<file path="src/sv/insertion_sorter_assert.svh">
// ---------------------------------------------------------------------------
// insertion_sorter assertion macros
// Concurrent assertion wrappers on i_clk, disabled while i_rst_n is low.
// ---------------------------------------------------------------------------
`ifndef INSERTION_SORTER_ASSERT_SVH
`define INSERTION_SORTER_ASSERT_SVH

`ifndef NO_ASSERTIONS
// same-cycle implication
`define ISORT_ASSERT_IMP(lbl, ante, cons) \
    lbl: assert property (@(posedge i_clk) disable iff (!i_rst_n) (ante) |-> (cons)) \
        else $error("insertion_sorter: same-cycle check failed");
// next-cycle implication
`define ISORT_ASSERT_NXT(lbl, ante, cons) \
    lbl: assert property (@(posedge i_clk) disable iff (!i_rst_n) (ante) |=> (cons)) \
        else $error("insertion_sorter: next-cycle check failed");
`else
`define ISORT_ASSERT_IMP(lbl, ante, cons)
`define ISORT_ASSERT_NXT(lbl, ante, cons)
`endif

`endif

</file>
<file path="src/sv/isort_pkg.sv">
// ---------------------------------------------------------------------------
// isort_pkg
// Shared types of the insertion sorter cell chain.
// ---------------------------------------------------------------------------
package isort_pkg;

    // per-cycle command broadcast to every cell
    typedef struct packed {
        logic ins;  // insert the broadcast value
        logic shl;  // shift contents one cell toward the output
    } t_cell_ctl;

endpackage

</file>
<file path="src/sv/isort_cell.sv">
// ---------------------------------------------------------------------------
// isort_cell
// One slot of the sorted chain: compare with the broadcast value, then hold,
// take the value, take the left neighbor's value, or shift in from the right.
// ---------------------------------------------------------------------------
module isort_cell #(
    parameter int DW = 32
) (
    input  logic               i_clk,
    input  logic               i_rst_n,
    input  isort_pkg::t_cell_ctl i_ctl,
    input  logic [DW-1:0]      i_value,
    input  logic [DW-1:0]      i_prev_val,
    input  logic               i_prev_valid,
    input  logic               i_prev_g,
    input  logic [DW-1:0]      i_next_val,
    input  logic               i_next_valid,
    output logic [DW-1:0]      o_val,
    output logic               o_valid,
    output logic               o_g
);
    import isort_pkg::*;

    logic [DW-1:0] r_val;
    logic          r_valid;
    logic [DW-1:0] n_val;
    logic          n_valid;

    // empty slots count as greater, so the first empty slot takes the value
    assign o_g = !r_valid || ($signed(r_val) > $signed(i_value));

    always_comb begin
        n_val   = r_val;
        n_valid = r_valid;
        if (i_ctl.shl) begin
            n_val   = i_next_val;
            n_valid = i_next_valid;
        end else if (i_ctl.ins && o_g) begin
            // an empty left neighbor keeps this slot empty
            n_val   = i_prev_g ? i_prev_val : i_value;
            n_valid = i_prev_g ? i_prev_valid : 1'b1;
        end
    end

    always_ff @(posedge i_clk) begin
        r_val <= n_val;
    end

    always_ff @(posedge i_clk) begin
        if (!i_rst_n) begin
            r_valid <= 1'b0;
        end else begin
            r_valid <= n_valid;
        end
    end

    assign o_val   = r_val;
    assign o_valid = r_valid;

endmodule

</file>
<file path="config.mk">
export PLATFORM = sky130hd
export DESIGN_NAME = isort_cell
export DESIGN_NICKNAME = d
export VERILOG_FILES = /design/src/sv/insertion_sorter_assert.svh /design/src/sv/isort_pkg.sv /design/src/sv/isort_cell.sv
export SDC_FILE = /design/constraint.sdc
export NUM_CORES = 1
export LEC_CHECK = 0
export BUFFER_PORTS_ARGS = -buffer_cell sky130_fd_sc_hd__buf_2
export CELL_PAD_IN_SITES_DETAIL_PLACEMENT = 1
export CELL_PAD_IN_SITES_GLOBAL_PLACEMENT = 1
export CORE_AREA = 3 3 70 138
export CTS_CLUSTER_DIAMETER = 50
export DETAILED_ROUTE_END_ITERATION = 8
export DIE_AREA = 0 0 73 141
export PLACE_DENSITY = 0.73
export SYNTH_ARGS = -nofsm -noshare
export SYNTH_HDL_FRONTEND = slang
export SYNTH_SLANG_ARGS = --single-unit
</file>
<file path="constraint.sdc">
create_clock -name i_clk -period 4.38 [get_ports i_clk]
set_input_delay 0.219 -clock i_clk [delete_from_list [all_inputs] [get_ports i_clk]]
set_output_delay 0.219 -clock i_clk [all_outputs]
set_load 0.01 [all_outputs]
</file>
# Word level (Yosys, flattened, before mapping)

Cells that the tools add are included.

Flip-flop bits (word level): 33
Input port bits: 103
Output and inout port bits: 34
Logic and storage cells: 13

Magnitude comparators: 1
Multiplexer cells: 6
Reductions and logical operators: 4

Operator list:

| operator                       | count |
|---|---|
| 32-bit 2-to-1 mux              | 3 |
| 32-bit greater-than comparator | 1 |
| 1-bit 2-to-1 mux               | 3 |
| 2-bit nonzero test             | 1 |
| 1-bit logical AND              | 1 |
| 1-bit logical NOT              | 1 |
| 1-bit logical OR               | 1 |

# Depth between registers and ports, before layout

Gate-level depths: netlist of run 1.

Word-level depth: 5
Gate-level depth with buffers: 8
Gate-level depth less buffers: 8

# Least setup slack after synthesis of run 1

Ideal clock, no wire load.

Path type: register -> register
Start point: register r_val[14], in the netlist o_val[14]
End point: register r_val[0], in the netlist o_val[0] (enable)
Library setup time: 466 ps
Arrival: 3801 ps
Required time: 3914 ps
Path slack: 114 ps
Cell stages (with the launch flop): 7
Path buffers: 0
Clock period less this slack: 4266 ps
Cells stage by stage: edfxtp_1 ha_1 nand4_1 a2111oi_0 o31a_1 a211oi_2 o21ai_0

Word-level cells in the longest chain between the ends: 4

RTL lines:

| element                        | line             | source |
|---|---|---|
| start: declaration             | isort_cell.sv:24 | `logic [DW-1:0] r_val;` |
| start signal: assignment       | isort_cell.sv:46 | `r_val <= n_val;` |
| 32-bit greater-than comparator | isort_cell.sv:30 | `assign o_g = !r_valid \|\| ($signed(r_val) > $signed(i_value));` |
| 1-bit logical OR               | isort_cell.sv:30 |  |
| 1-bit logical AND              | isort_cell.sv:38 | `end else if (i_ctl.ins && o_g) begin` |
| 2-bit nonzero test (no line)   | --               |  |

No other way between the ends.
A chain may end at the register's enable or synchronous reset.

# Worst setup path after layout of run 1

Start point: register r_val[14], in the netlist o_val[14]
End point: register r_val[14], in the netlist o_val[14] (enable)

Same word-level chain as after synthesis.

==> results_dict.tcl, run 1 <==
set metrics [dict create \
    status "completed" \
    peakVddDrop_v 0.000224 \
    cts_root_buffer "clkbuf_16" \
    ys_types 29 \
    synthCells 266 \
    fin_ws_ns 1.50 \
    finalSetupViolCount 0 \
    r2r-end "o_val[14]" \
    grt_usage 0.154 \
    ys_ff_latch 33 \
    worstSetupStartpointType "flop" \
    yosysSeqAreaShare 0.391 \
    die_y_um 141 \
    htree_levels 2 \
    post-route-min-period_ns 2.88 \
    r2r_slack_ns 1.50 \
    max_stage_delay_ns 0.86 \
    worst-path-stages 6 \
    worst_pin_slew_ns 1.07 \
    ios 137 \
    critical_path.max_fanout 32 \
    antenna_found_initial 0 \
    drt-pass1-iter-count 4 \
    rsz0062_at_grt "false" \
    crit_path_end "o_val[14]" \
    clock_skew_ns 0.00573 \
    post-route-period-util 0.657 \
    hold_slack_ns 0.195 \
    wirelength_um 7970 \
    syn_nets 401 \
    via_per_inst 4.85 \
    cellPowerDensity_nw_per_um2 328 \
    fin_tns_setup_ns 0 \
    clock_path_buffers 2 \
    drt.antenna.violating_nets 0 \
    cp_data_required_time_ns 4.27 \
    path_buf_inv 0 \
    synth_warnings 0 \
    drc 0 \
    max_freq_ghz 0.347 \
    area_growth_pct 38.2 \
    fin_nets 535 \
    n_antenna_cell 0 \
    reg2reg_depth 6 \
    drive_gt1_frac 0.372 \
    wire_per_inst_um 15.9 \
    relSlewSlack 0.287 \
    die_x_um 73 \
    crit_chain "ha_1 > nand4_1 > a2111oi_0 > o31a_1 > a211oi_2 > o21ai_4" \
    grt_pass1_wl_um 12200 \
    num_rows 48 \
    power_leakage_nw 1.83 \
    cts.sinks 33 \
    finalMaxSlewViolations 0 \
    slowest_stage "o21ai_4" \
    hold_buffers 0 \
    netlist_area_um2 2510 \
    post_cts_resized 0 \
    vias 2432 \
    hold_viol 0 \
    finish.utilization 0.398 \
    clkLatencyLatePin_ns 0.28 \
    cts_tree "built" \
    start_util 0.288 \
    place_congestion 0.750 \
    place_ws_ns 1.45 \
    first_global_vias 2663 \
    path_class "flop to flop" \
    grt_max_degree 42 \
    r2r_start "o_val[14]" \
    hpwl_um 6720 \
    critical-path-top-delay-family "compound AO/OA/AOI/OAI gates" \
    cp-end-kind "flop" \
    post_cts_buffers 0 \
    grt-ovfl-total 0 \
    drv_cap 0 \
    portBuffers 136 \
    hold_path_class "input pin to flop" \
    drt_iter0_drc 65 \
    core_area_um2 8710 \
    total_power_mw 1.14 \
    avgSynthCellArea_um2 9.44 \
    crit_start "o_val[14]" \
    fill_cells 1077 \
    clkTransAtPathRegs_ns 0.05 \
    die-area_um2 10300 \
    cts_buffers 5 \
    arrival_ns 2.77 \
]
==> metal layers <==
metal  vias to the layer above  share of wire  GRT usage
met3                        13          0.051     0.0250
li1                       1219              -          -
met2                        81           0.59      0.308
met4                         0          0.022     0.0545
met5                         -              0          0
met1                      1119           0.34      0.149
==> cells in the final DEF, fill, tap and decap left out <==
master,Yosys,layout
o31a_1,1,1
a21o_1,2,2
and4_1,3,3
o221a_2,1,1
a221o_1,1,1
nand2_1,40,40
clkbuf_1,8,1
nand4_1,5,5
inv_1,37,37
o311a_1,1,1
o32ai_1,1,1
bufinv_16,0,1
o211ai_1,1,1
nor3_1,2,2
o21ai_1,1,1
buf_4,0,2
o21ai_4,0,1
clkbuf_8,0,1
nand3_1,4,4
nor2_1,2,2
o21ai_0,37,36
a2111oi_0,1,1
a221oi_1,1,1
nor2b_1,1,1
ha_1,32,32
a211oi_2,1,1
o21a_1,1,1
dfxtp_1,1,1
a21oi_1,13,13
clkbuf_16,0,5
a21oi_2,1,1
mux2i_1,32,32
buf_2,3,136
edfxtp_1,32,32
==> worst min-delay path by stage <==
stage | start | cells past startpoint | endpoint | slack [ns]
after global routing | i_rst_n | 2 | o_valid | 0.19
final | i_rst_n | 2 | o_valid | 0.20
after floorplan | i_rst_n | 1 | o_valid | 0.35
after global placement | i_rst_n | 2 | o_valid | 0.48
after CTS | i_rst_n | 2 | o_valid | 0.18
after detailed placement | i_rst_n | 2 | o_valid | 0.48
==> through the flow <==
step,std cells,area (um2)
after floorplan,266,2510
after global routing,501,3470
after global placement,493,3300
after CTS,501,3470
after detailed placement,493,3300
final,501,3470
==> kinds of logic after synthesis <==
logic type | synth area share
adder cells (fa/ha/maj) | 0.160
AND/OR/NAND/NOR | 0.100
buffers and inverters | 0.0733
flip-flops | 0.391
multiplexers | 0.128
AO/OA/AOI/OAI | 0.149
==> layout make-up <==
class                   instances  area [um2]  share of cell area
clock inverters                 1        30.0             0.00865
flip-flops and latches         33         981               0.283
repair buffers                138         696               0.201
multi-input cells             185        1360               0.391
clock buffers                   7         143              0.0411
inverters                      37         139              0.0400
well taps                     100         125              0.0361
==> Yosys cell counts, drive strengths merged <==
cell	instances	area (um2)
o21ai	38	190
o221a	1	11.3
a221oi	1	8.76
dfxtp	1	20.0
ha	32	400
a2111oi	1	8.76
buf	3	15.0
o31a	1	8.76
and4	3	26.3
edfxtp	32	961
a211oi	1	12.5
a21oi	14	73.8
o32ai	1	8.76
nand2	40	150
o211ai	1	7.51
nor2b	1	6.26
nor3	2	10.0
mux2i	32	320
a221o	1	10.0
nor2	2	7.51
a21o	2	15.0
clkbuf	8	30.0
o311a	1	10.0
inv	37	139
nand4	5	31.3
nand3	4	20.0
o21a	1	7.51
==> registers in the layout (all words and copies together), names as in the netlist <==
signal / cells
o_valid: 1
o_val: 32
==> power breakdown <==
group	switching [mW]	total (mW)	internal, mW
Combinational	0.171	0.307	0.137
Clock	0.126	0.410	0.284
Sequential	0.0209	0.420	0.399
Total	0.318	1.14	0.820
Note: power is estimated with default switching activity, not from simulation.
==> run 2, diff against run 1 <==
--- a/config.mk
+++ b/config.mk
@@ -5,14 +5,15 @@
 export SDC_FILE = /design/constraint.sdc
 export NUM_CORES = 1
 export LEC_CHECK = 0
+export ABC_AREA = 1
 export BUFFER_PORTS_ARGS = -buffer_cell sky130_fd_sc_hd__buf_2
 export CELL_PAD_IN_SITES_DETAIL_PLACEMENT = 1
 export CELL_PAD_IN_SITES_GLOBAL_PLACEMENT = 1
-export CORE_AREA = 3 3 70 138
+export CORE_AREA = 3 3 71 140
 export CTS_CLUSTER_DIAMETER = 50
 export DETAILED_ROUTE_END_ITERATION = 8
-export DIE_AREA = 0 0 73 141
-export PLACE_DENSITY = 0.73
+export DIE_AREA = 0 0 74 143
+export PLACE_DENSITY = 0.74
 export SYNTH_ARGS = -nofsm -noshare
 export SYNTH_HDL_FRONTEND = slang
 export SYNTH_SLANG_ARGS = --single-unit
==> constraint.sdc (replaced) <==
create_clock -name i_clk -period 2.3 [get_ports i_clk]
set_input_delay 0.115 -clock i_clk [delete_from_list [all_inputs] [get_ports i_clk]]
set_output_delay 0.115 -clock i_clk [all_outputs]
set_load 0.01 [all_outputs]
==> run 2 against run 1 <==
Net effect: global-route usage increased by 1.1 points; total power increased by 83%; non-clock buffer count increased by 13; critical path type unchanged; critical endpoint is now o_val[29]; largest cell class unchanged.
==> results_dict.tcl, run 2 <==
set metrics [dict create \
    antenna_found_initial 0 \
    hold_buffers 0 \
    arrival_ns 2.23 \
    drt_iter0_drc 67 \
    grt_usage 0.165 \
    yosysMostFrequentCell "nand2_1" \
    wire_per_inst_um 16.7 \
    drt.antenna.violating_nets 0 \
    netlist_top_cells_count "nand2_1 (70), inv_1 (43), edfxtp_1 (32), ha_1 (32)" \
    post-route-period-util 0.972 \
    cts.sinks 33 \
    grt_pass1_wl_um 13200 \
    max_freq_ghz 0.447 \
    p_sw_mw 0.625 \
    clock_skew_ns 0.00283 \
    place_ws_ns 0.0493 \
    synthFlopType "edfxtp_1" \
    post-route-min-period_ns 2.24 \
    via_per_inst 4.93 \
    p_seq_frac 0.377 \
    finalMaxSlewViolations 0 \
    netlist_area_um2 2580 \
    synthCells 304 \
    hold_depth 3 \
    clkLatencyLatePin_ns 0.27 \
    ios 137 \
    status "completed" \
    reg2reg_depth 18 \
    final_common_cell "buf_2" \
    drt-pass1-iter-count 4 \
    cp_data_required_time_ns 2.29 \
    n_antenna_cell 0 \
    die_y_um 143 \
    fin_area_um2 3850 \
    start_util 0.287 \
    synth_largest_area_cell "edfxtp_1" \
    first_global_vias 2825 \
    switching_share 0.300 \
    drive_gt1_frac 0.413 \
    yosysSeqAreaShare 0.380 \
    pwr-share-clk 0.299 \
    peakVddDrop_v 0.000281 \
    largest_register_ffs 32 \
    critical_path.max_fanout 6 \
    grt-ovfl-total 0 \
    path_class "flop to flop" \
    drv_cap 0 \
    cp-end-kind "flop" \
    avgSynthCellArea_um2 8.50 \
    area_growth_pct 48.9 \
    postPlaceCellArea_um2 3410 \
    hold_path_class "input pin to flop" \
    synth_edf_count 32 \
    worstSetupStartpointType "flop" \
    finalSetupViolCount 0 \
    rsz0062_at_grt "true" \
    hpwl_um 7200 \
    power_leakage_nw 1.87 \
    fin_tns_setup_ns 0 \
    fin_ws_ns 0.0637 \
    synth_area_leaders "edfxtp_1 (37%), ha_1 (15%), nand2_1 (10%), o211ai_1 (8.4%), o21a_1 (8.4%)" \
    cellPowerDensity_nw_per_um2 541 \
    power.internal_mw 1.45 \
    clkTransAtPathRegs_ns 0.05 \
    num_rows 49 \
    worst_pin_slew_ns 0.344 \
    ys_types 22 \
    async_flop_share 0 \
    netlist.area_leader.share 0.372 \
    cts_buffers 5 \
    hold_viol 0 \
    htree_levels 2 \
    wirelength_um 9160 \
    place_congestion 0.779 \
    cts_root_buffer "clkbuf_16" \
    cp_common_cell "nand2_1" \
    grt_max_degree 29 \
    vias 2710 \
    core_area_um2 9010 \
    fin_nets 583 \
    die_x_um 74 \
    combinationalPowerShare 0.324 \
    cts_tree "built" \
    drc 0 \
    syn_nets 439 \
    clock_path_buffers 2 \
    synth_warnings 0 \
    fill_cells 1116 \
    ys_ff_latch 33 \
    relSlewSlack 0.770 \
    die-area_um2 10600 \
    max_stage_delay_ns 0.42 \
    layout_common_cells "buf_2 (136), nand2_1 (68), inv_1 (43)" \
    crit_chain "ha_4 > nand2_1 > inv_1 > nand2_1 > nand2_1 > nand2_1 > nand2_1 > nand2_1 > nand2_1 > nand2_1 > nand2_1 > nand2_1 > nand2_1 > nand2_1 > nand2_2 > nand2_4 > nand2_8 > clkbuf_16" \
    portBuffers 136 \
    slowest_stage "edfxtp_1" \
]
-- run 2: cell count changes after synthesis, moves of 5 or more --
cell and change:
o211ai_1 +28, nand2_2 +5, inv_1 +6, nor2_1 +13, nand2_1 +30, a21oi_1 +7
o21a_1 +28, o21ai_0 -35, clkbuf_1 +5, mux2i_1 -32
-- run 2: logic make-up after synthesis --
family,share of synthesized area
AND/OR/NAND/NOR,0.154
flip-flops,0.380
AO/OA/AOI/OAI,0.224
adder cells (fa/ha/maj),0.155
buffers and inverters,0.0881
-- run 2: what timing repair did --
action | CTS | global route
setup endpoints to repair | 0 | 34
resized for setup | 0 | 23
setup buffers | 0 | 4
-- run 2: metal layers --
metal,vias up,track usage,routed length [um]
li1,1334,-,-
met1,1295,0.158,3070
met2,73,0.336,5580
met3,8,0.0233,380
met4,0,0.0564,130
met5,-,0,0
-- run 2: worst paths after layout --
path	start	slack, ns	endpoint
hold reg to reg	o_valid	0.64	o_valid
setup reg to reg	o_val[3]	0.06	o_val[29]
setup / recovery	o_val[3]	0.06	o_val[29]
hold / removal	i_rst_n	0.1	o_valid
-- run 2: final cells by class --
type	instances	area, um2	share of cell area
Sequential cell	33	981	0.255
Inverter	44	165	0.0429
Tap cell	102	128	0.0332
Clock inverter	1	3.75	0.000976
Multi-Input combinational cell	213	1570	0.407
Clock buffer	6	129	0.0335
Timing Repair Buffer	151	875	0.227
-- run 2: stage by stage --
stage / hold WS [ns] / utilization / power, mW / std cells
after floorplan: 0.256 / - / 1.10 / 304
after global placement: 0.380 / 0.379 / 1.35 / 535
after detailed placement: 0.392 / 0.379 / 1.37 / 535
after CTS: 0.0968 / 0.393 / 2.01 / 542
after global routing: 0.108 / 0.427 / 2.22 / 550
final: 0.0999 / 0.427 / 2.08 / 550
-- run 2: critical path, delay by kind of cell, from the launching register on --
family                     cells  cell delay, ns
adders and majority gates      1            0.30
buffers and inverters          2            0.25
DFF                            1            0.42
and+or+nand+nor               15            0.99
-- run 2: power groups by stage --
stage          clock network, mW  registers [mW]  logic, mW
2_1_floorplan                  0           0.813      0.292
3_3_place_gp                   0           0.784      0.565
3_5_place_dp                   0           0.788      0.587
4_1_cts                    0.643           0.776      0.593
5_1_grt                    0.672           0.792      0.756
6_report                   0.621           0.784      0.674
==> run 3, diff against run 2 <==
--- a/config.mk
+++ b/config.mk
@@ -7,13 +7,11 @@
 export LEC_CHECK = 0
 export ABC_AREA = 1
 export BUFFER_PORTS_ARGS = -buffer_cell sky130_fd_sc_hd__buf_2
-export CELL_PAD_IN_SITES_DETAIL_PLACEMENT = 1
-export CELL_PAD_IN_SITES_GLOBAL_PLACEMENT = 1
-export CORE_AREA = 3 3 71 140
+export CORE_AREA = 3 3 61 119
 export CTS_CLUSTER_DIAMETER = 50
 export DETAILED_ROUTE_END_ITERATION = 8
-export DIE_AREA = 0 0 74 143
-export PLACE_DENSITY = 0.74
+export DIE_AREA = 0 0 64 122
+export PLACE_DENSITY = 0.72
 export SYNTH_ARGS = -nofsm -noshare
 export SYNTH_HDL_FRONTEND = slang
 export SYNTH_SLANG_ARGS = --single-unit
==> run 3 against run 2 <==
Net effect: worst hold slack worse by 0.0074 ns; highest routed layer unchanged; global-route usage grew 1.1 points; largest power group unchanged; sequential share of layout area hardly changed; flip-flop and latch count is the same; clock skew barely moved; first-iteration DRC count shrank 13%; worst setup slack gained 0.035 ns; cell count shrank 3.3%; critical path depth decreased by 6; utilization is 17 points higher; via count fell by 3.2%; critical endpoint is now o_val[26].
==> results_dict.tcl, run 3 (synthesized netlist as in run 2, its figures left out) <==
set metrics [dict create \
    drc 0 \
    portBuffers 136 \
    wirelength_um 7330 \
    hold_slack_ns 0.0925 \
    hold_path_class "input pin to flop" \
    area_growth_pct 49.0 \
    place_congestion 0.781 \
    fin_nets 580 \
    peakVddDrop_v 0.000410 \
    hp-start "i_rst_n" \
    die_x_um 64 \
    combinationalPowerShare 0.310 \
    layout_common_cells "buf_2 (136), nand2_1 (67), inv_1 (42)" \
    die-area_um2 7810 \
    relSlewSlack 0.703 \
    ios 137 \
    drt-pass1-iter-count 4 \
    cp_data_required_time_ns 2.33 \
    hold_viol 0 \
    r2r-end "o_val[26]" \
    final_common_cell "buf_2" \
    largest_register_ffs 32 \
    globalRouteMet3Util 0.0194 \
    switching_share 0.283 \
    critical_path.max_fanout 7 \
    worst_pin_slew_ns 0.445 \
    use_met2 0.356 \
    post-route-min-period_ns 2.20 \
    p_sw_mw 0.599 \
    hold_buffers 0 \
    drive_gt1_frac 0.424 \
    first_global_vias 2488 \
    start_util 0.403 \
    num_rows 41 \
    grt.busiest_layer "met2" \
    clkLatencyLatePin_ns 0.27 \
    cts_tree "built" \
    reg2reg_depth 12 \
    p_seq_frac 0.368 \
    grt_pass1_wl_um 10900 \
    total_power_mw 2.12 \
    whs_endpoint "o_valid" \
    pwr-share-clk 0.321 \
    wire_per_inst_um 13.8 \
    grt-ovfl-total 0 \
    drt.antenna.violating_nets 0 \
    path_class "flop to flop" \
    grt.met1_usage 0.180 \
    status "completed" \
    max_freq_ghz 0.454 \
    cts.sinks 33 \
    antenna_found_initial 0 \
    clkTransAtPathRegs_ns 0.05 \
    cp-end-kind "flop" \
    r2r_start "o_val[23]" \
    cellPowerDensity_nw_per_um2 551 \
    arrival_ns 2.24 \
    vias 2624 \
    clock_path_buffers 2 \
    finalSetupViolCount 0 \
    via_per_inst 4.93 \
    post-route-period-util 0.957 \
    core_area_um2 6410 \
    hpwl_um 5890 \
    worstSetupStartpointType "flop" \
    die_y_um 122 \
    r2r_slack_ns 0.1 \
    clock_skew_ns 0.00320 \
    drt_iter0_drc 58 \
    grt_max_degree 48 \
    cts_buffers 5 \
    hold_depth 3 \
    drv_cap 0 \
    fill_cells 576 \
    power.internal_mw 1.52 \
    grt_usage 0.176 \
    n_antenna_cell 0 \
    htree_levels 2 \
    power_leakage_nw 1.88 \
    finalMaxSlewViolations 0 \
    cts_root_buffer "clkbuf_16" \
    rsz0062_at_grt "true" \
]
==> run 3: cell types whose count changed in the layout (fill, tap and decap cells not counted), sizes merged <==
cell	previous run	this run
buf	148	146
==> run 3: power by group through the flow <==
| stage | Sequential [mW] | Clock [mW] | Combinational, mW |
|---|---|---|---|
| floorplan | 0.813 | 0 | 0.292 |
| global placement | 0.782 | 0 | 0.559 |
| detailed placement | 0.785 | 0 | 0.570 |
| CTS | 0.773 | 0.696 | 0.573 |
| global route | 0.787 | 0.722 | 0.736 |
| finish | 0.780 | 0.681 | 0.657 |
==> run 3: layer usage <==
layer  up-vias  wire (um)
met3         8        375
met5         -          0
met2        82       4340
li1       1331          -
met1      1203       2500
met4         0        116
==> run 3: through the flow <==
step                      TNS (ns)  instance area, um2  utilization  setup slack [ns]  cells
final                            0                3850        0.600            0.0989    532
after global placement           0                3410        0.532             0.119    517
after global routing        -0.276                3850        0.600           -0.0240    532
after CTS                        0                3570        0.557            0.0914    525
after floorplan                  0                2590            -             0.126    304
after detailed placement         0                3410        0.532            0.0975    517
==> run 3: worst max-delay path, cell delays in order, from the launching register on <==
cell	delay, ns
edfxtp_1	0.43
ha_4	0.31
nand2_4	0.06
nor2_4	0.08
nand4_1	0.14
buf_4	0.17
nor4_2	0.23
inv_1	0.06
nand2_1	0.07
nand2_2	0.07
nand2_4	0.08
nand2_8	0.08
clkbuf_16	0.18
==> run 3: what timing repair did <==
item                                    CTS  global route
setup buffers                             0             5
endpoints found under the setup margin    0            33
resized for setup                         0            30
endpoints found under the hold margin     0             0
==> run 3: how the worst max path moves through the flow <==
stage,slack [ns],from,end
after floorplan,0.13,o_val[31],o_val[0]
after global placement,0.12,o_val[23],o_val[23]
after detailed placement,0.1,o_val[23],o_val[24]
after CTS,0.09,o_val[23],o_val[24]
after global routing,-0.02,o_val[23],o_val[28]
final,0.1,o_val[23],o_val[26]
==> run 3: cell type report <==
cell class	instances	area, um2	area share
Clock buffer	7	153	0.0397
Clock inverter	1	5.00	0.00130
Inverter	44	165	0.0429
Multi-Input combinational cell	213	1570	0.408
Sequential cell	33	981	0.255
Tap cell	86	108	0.0280
Timing Repair Buffer	148	868	0.226
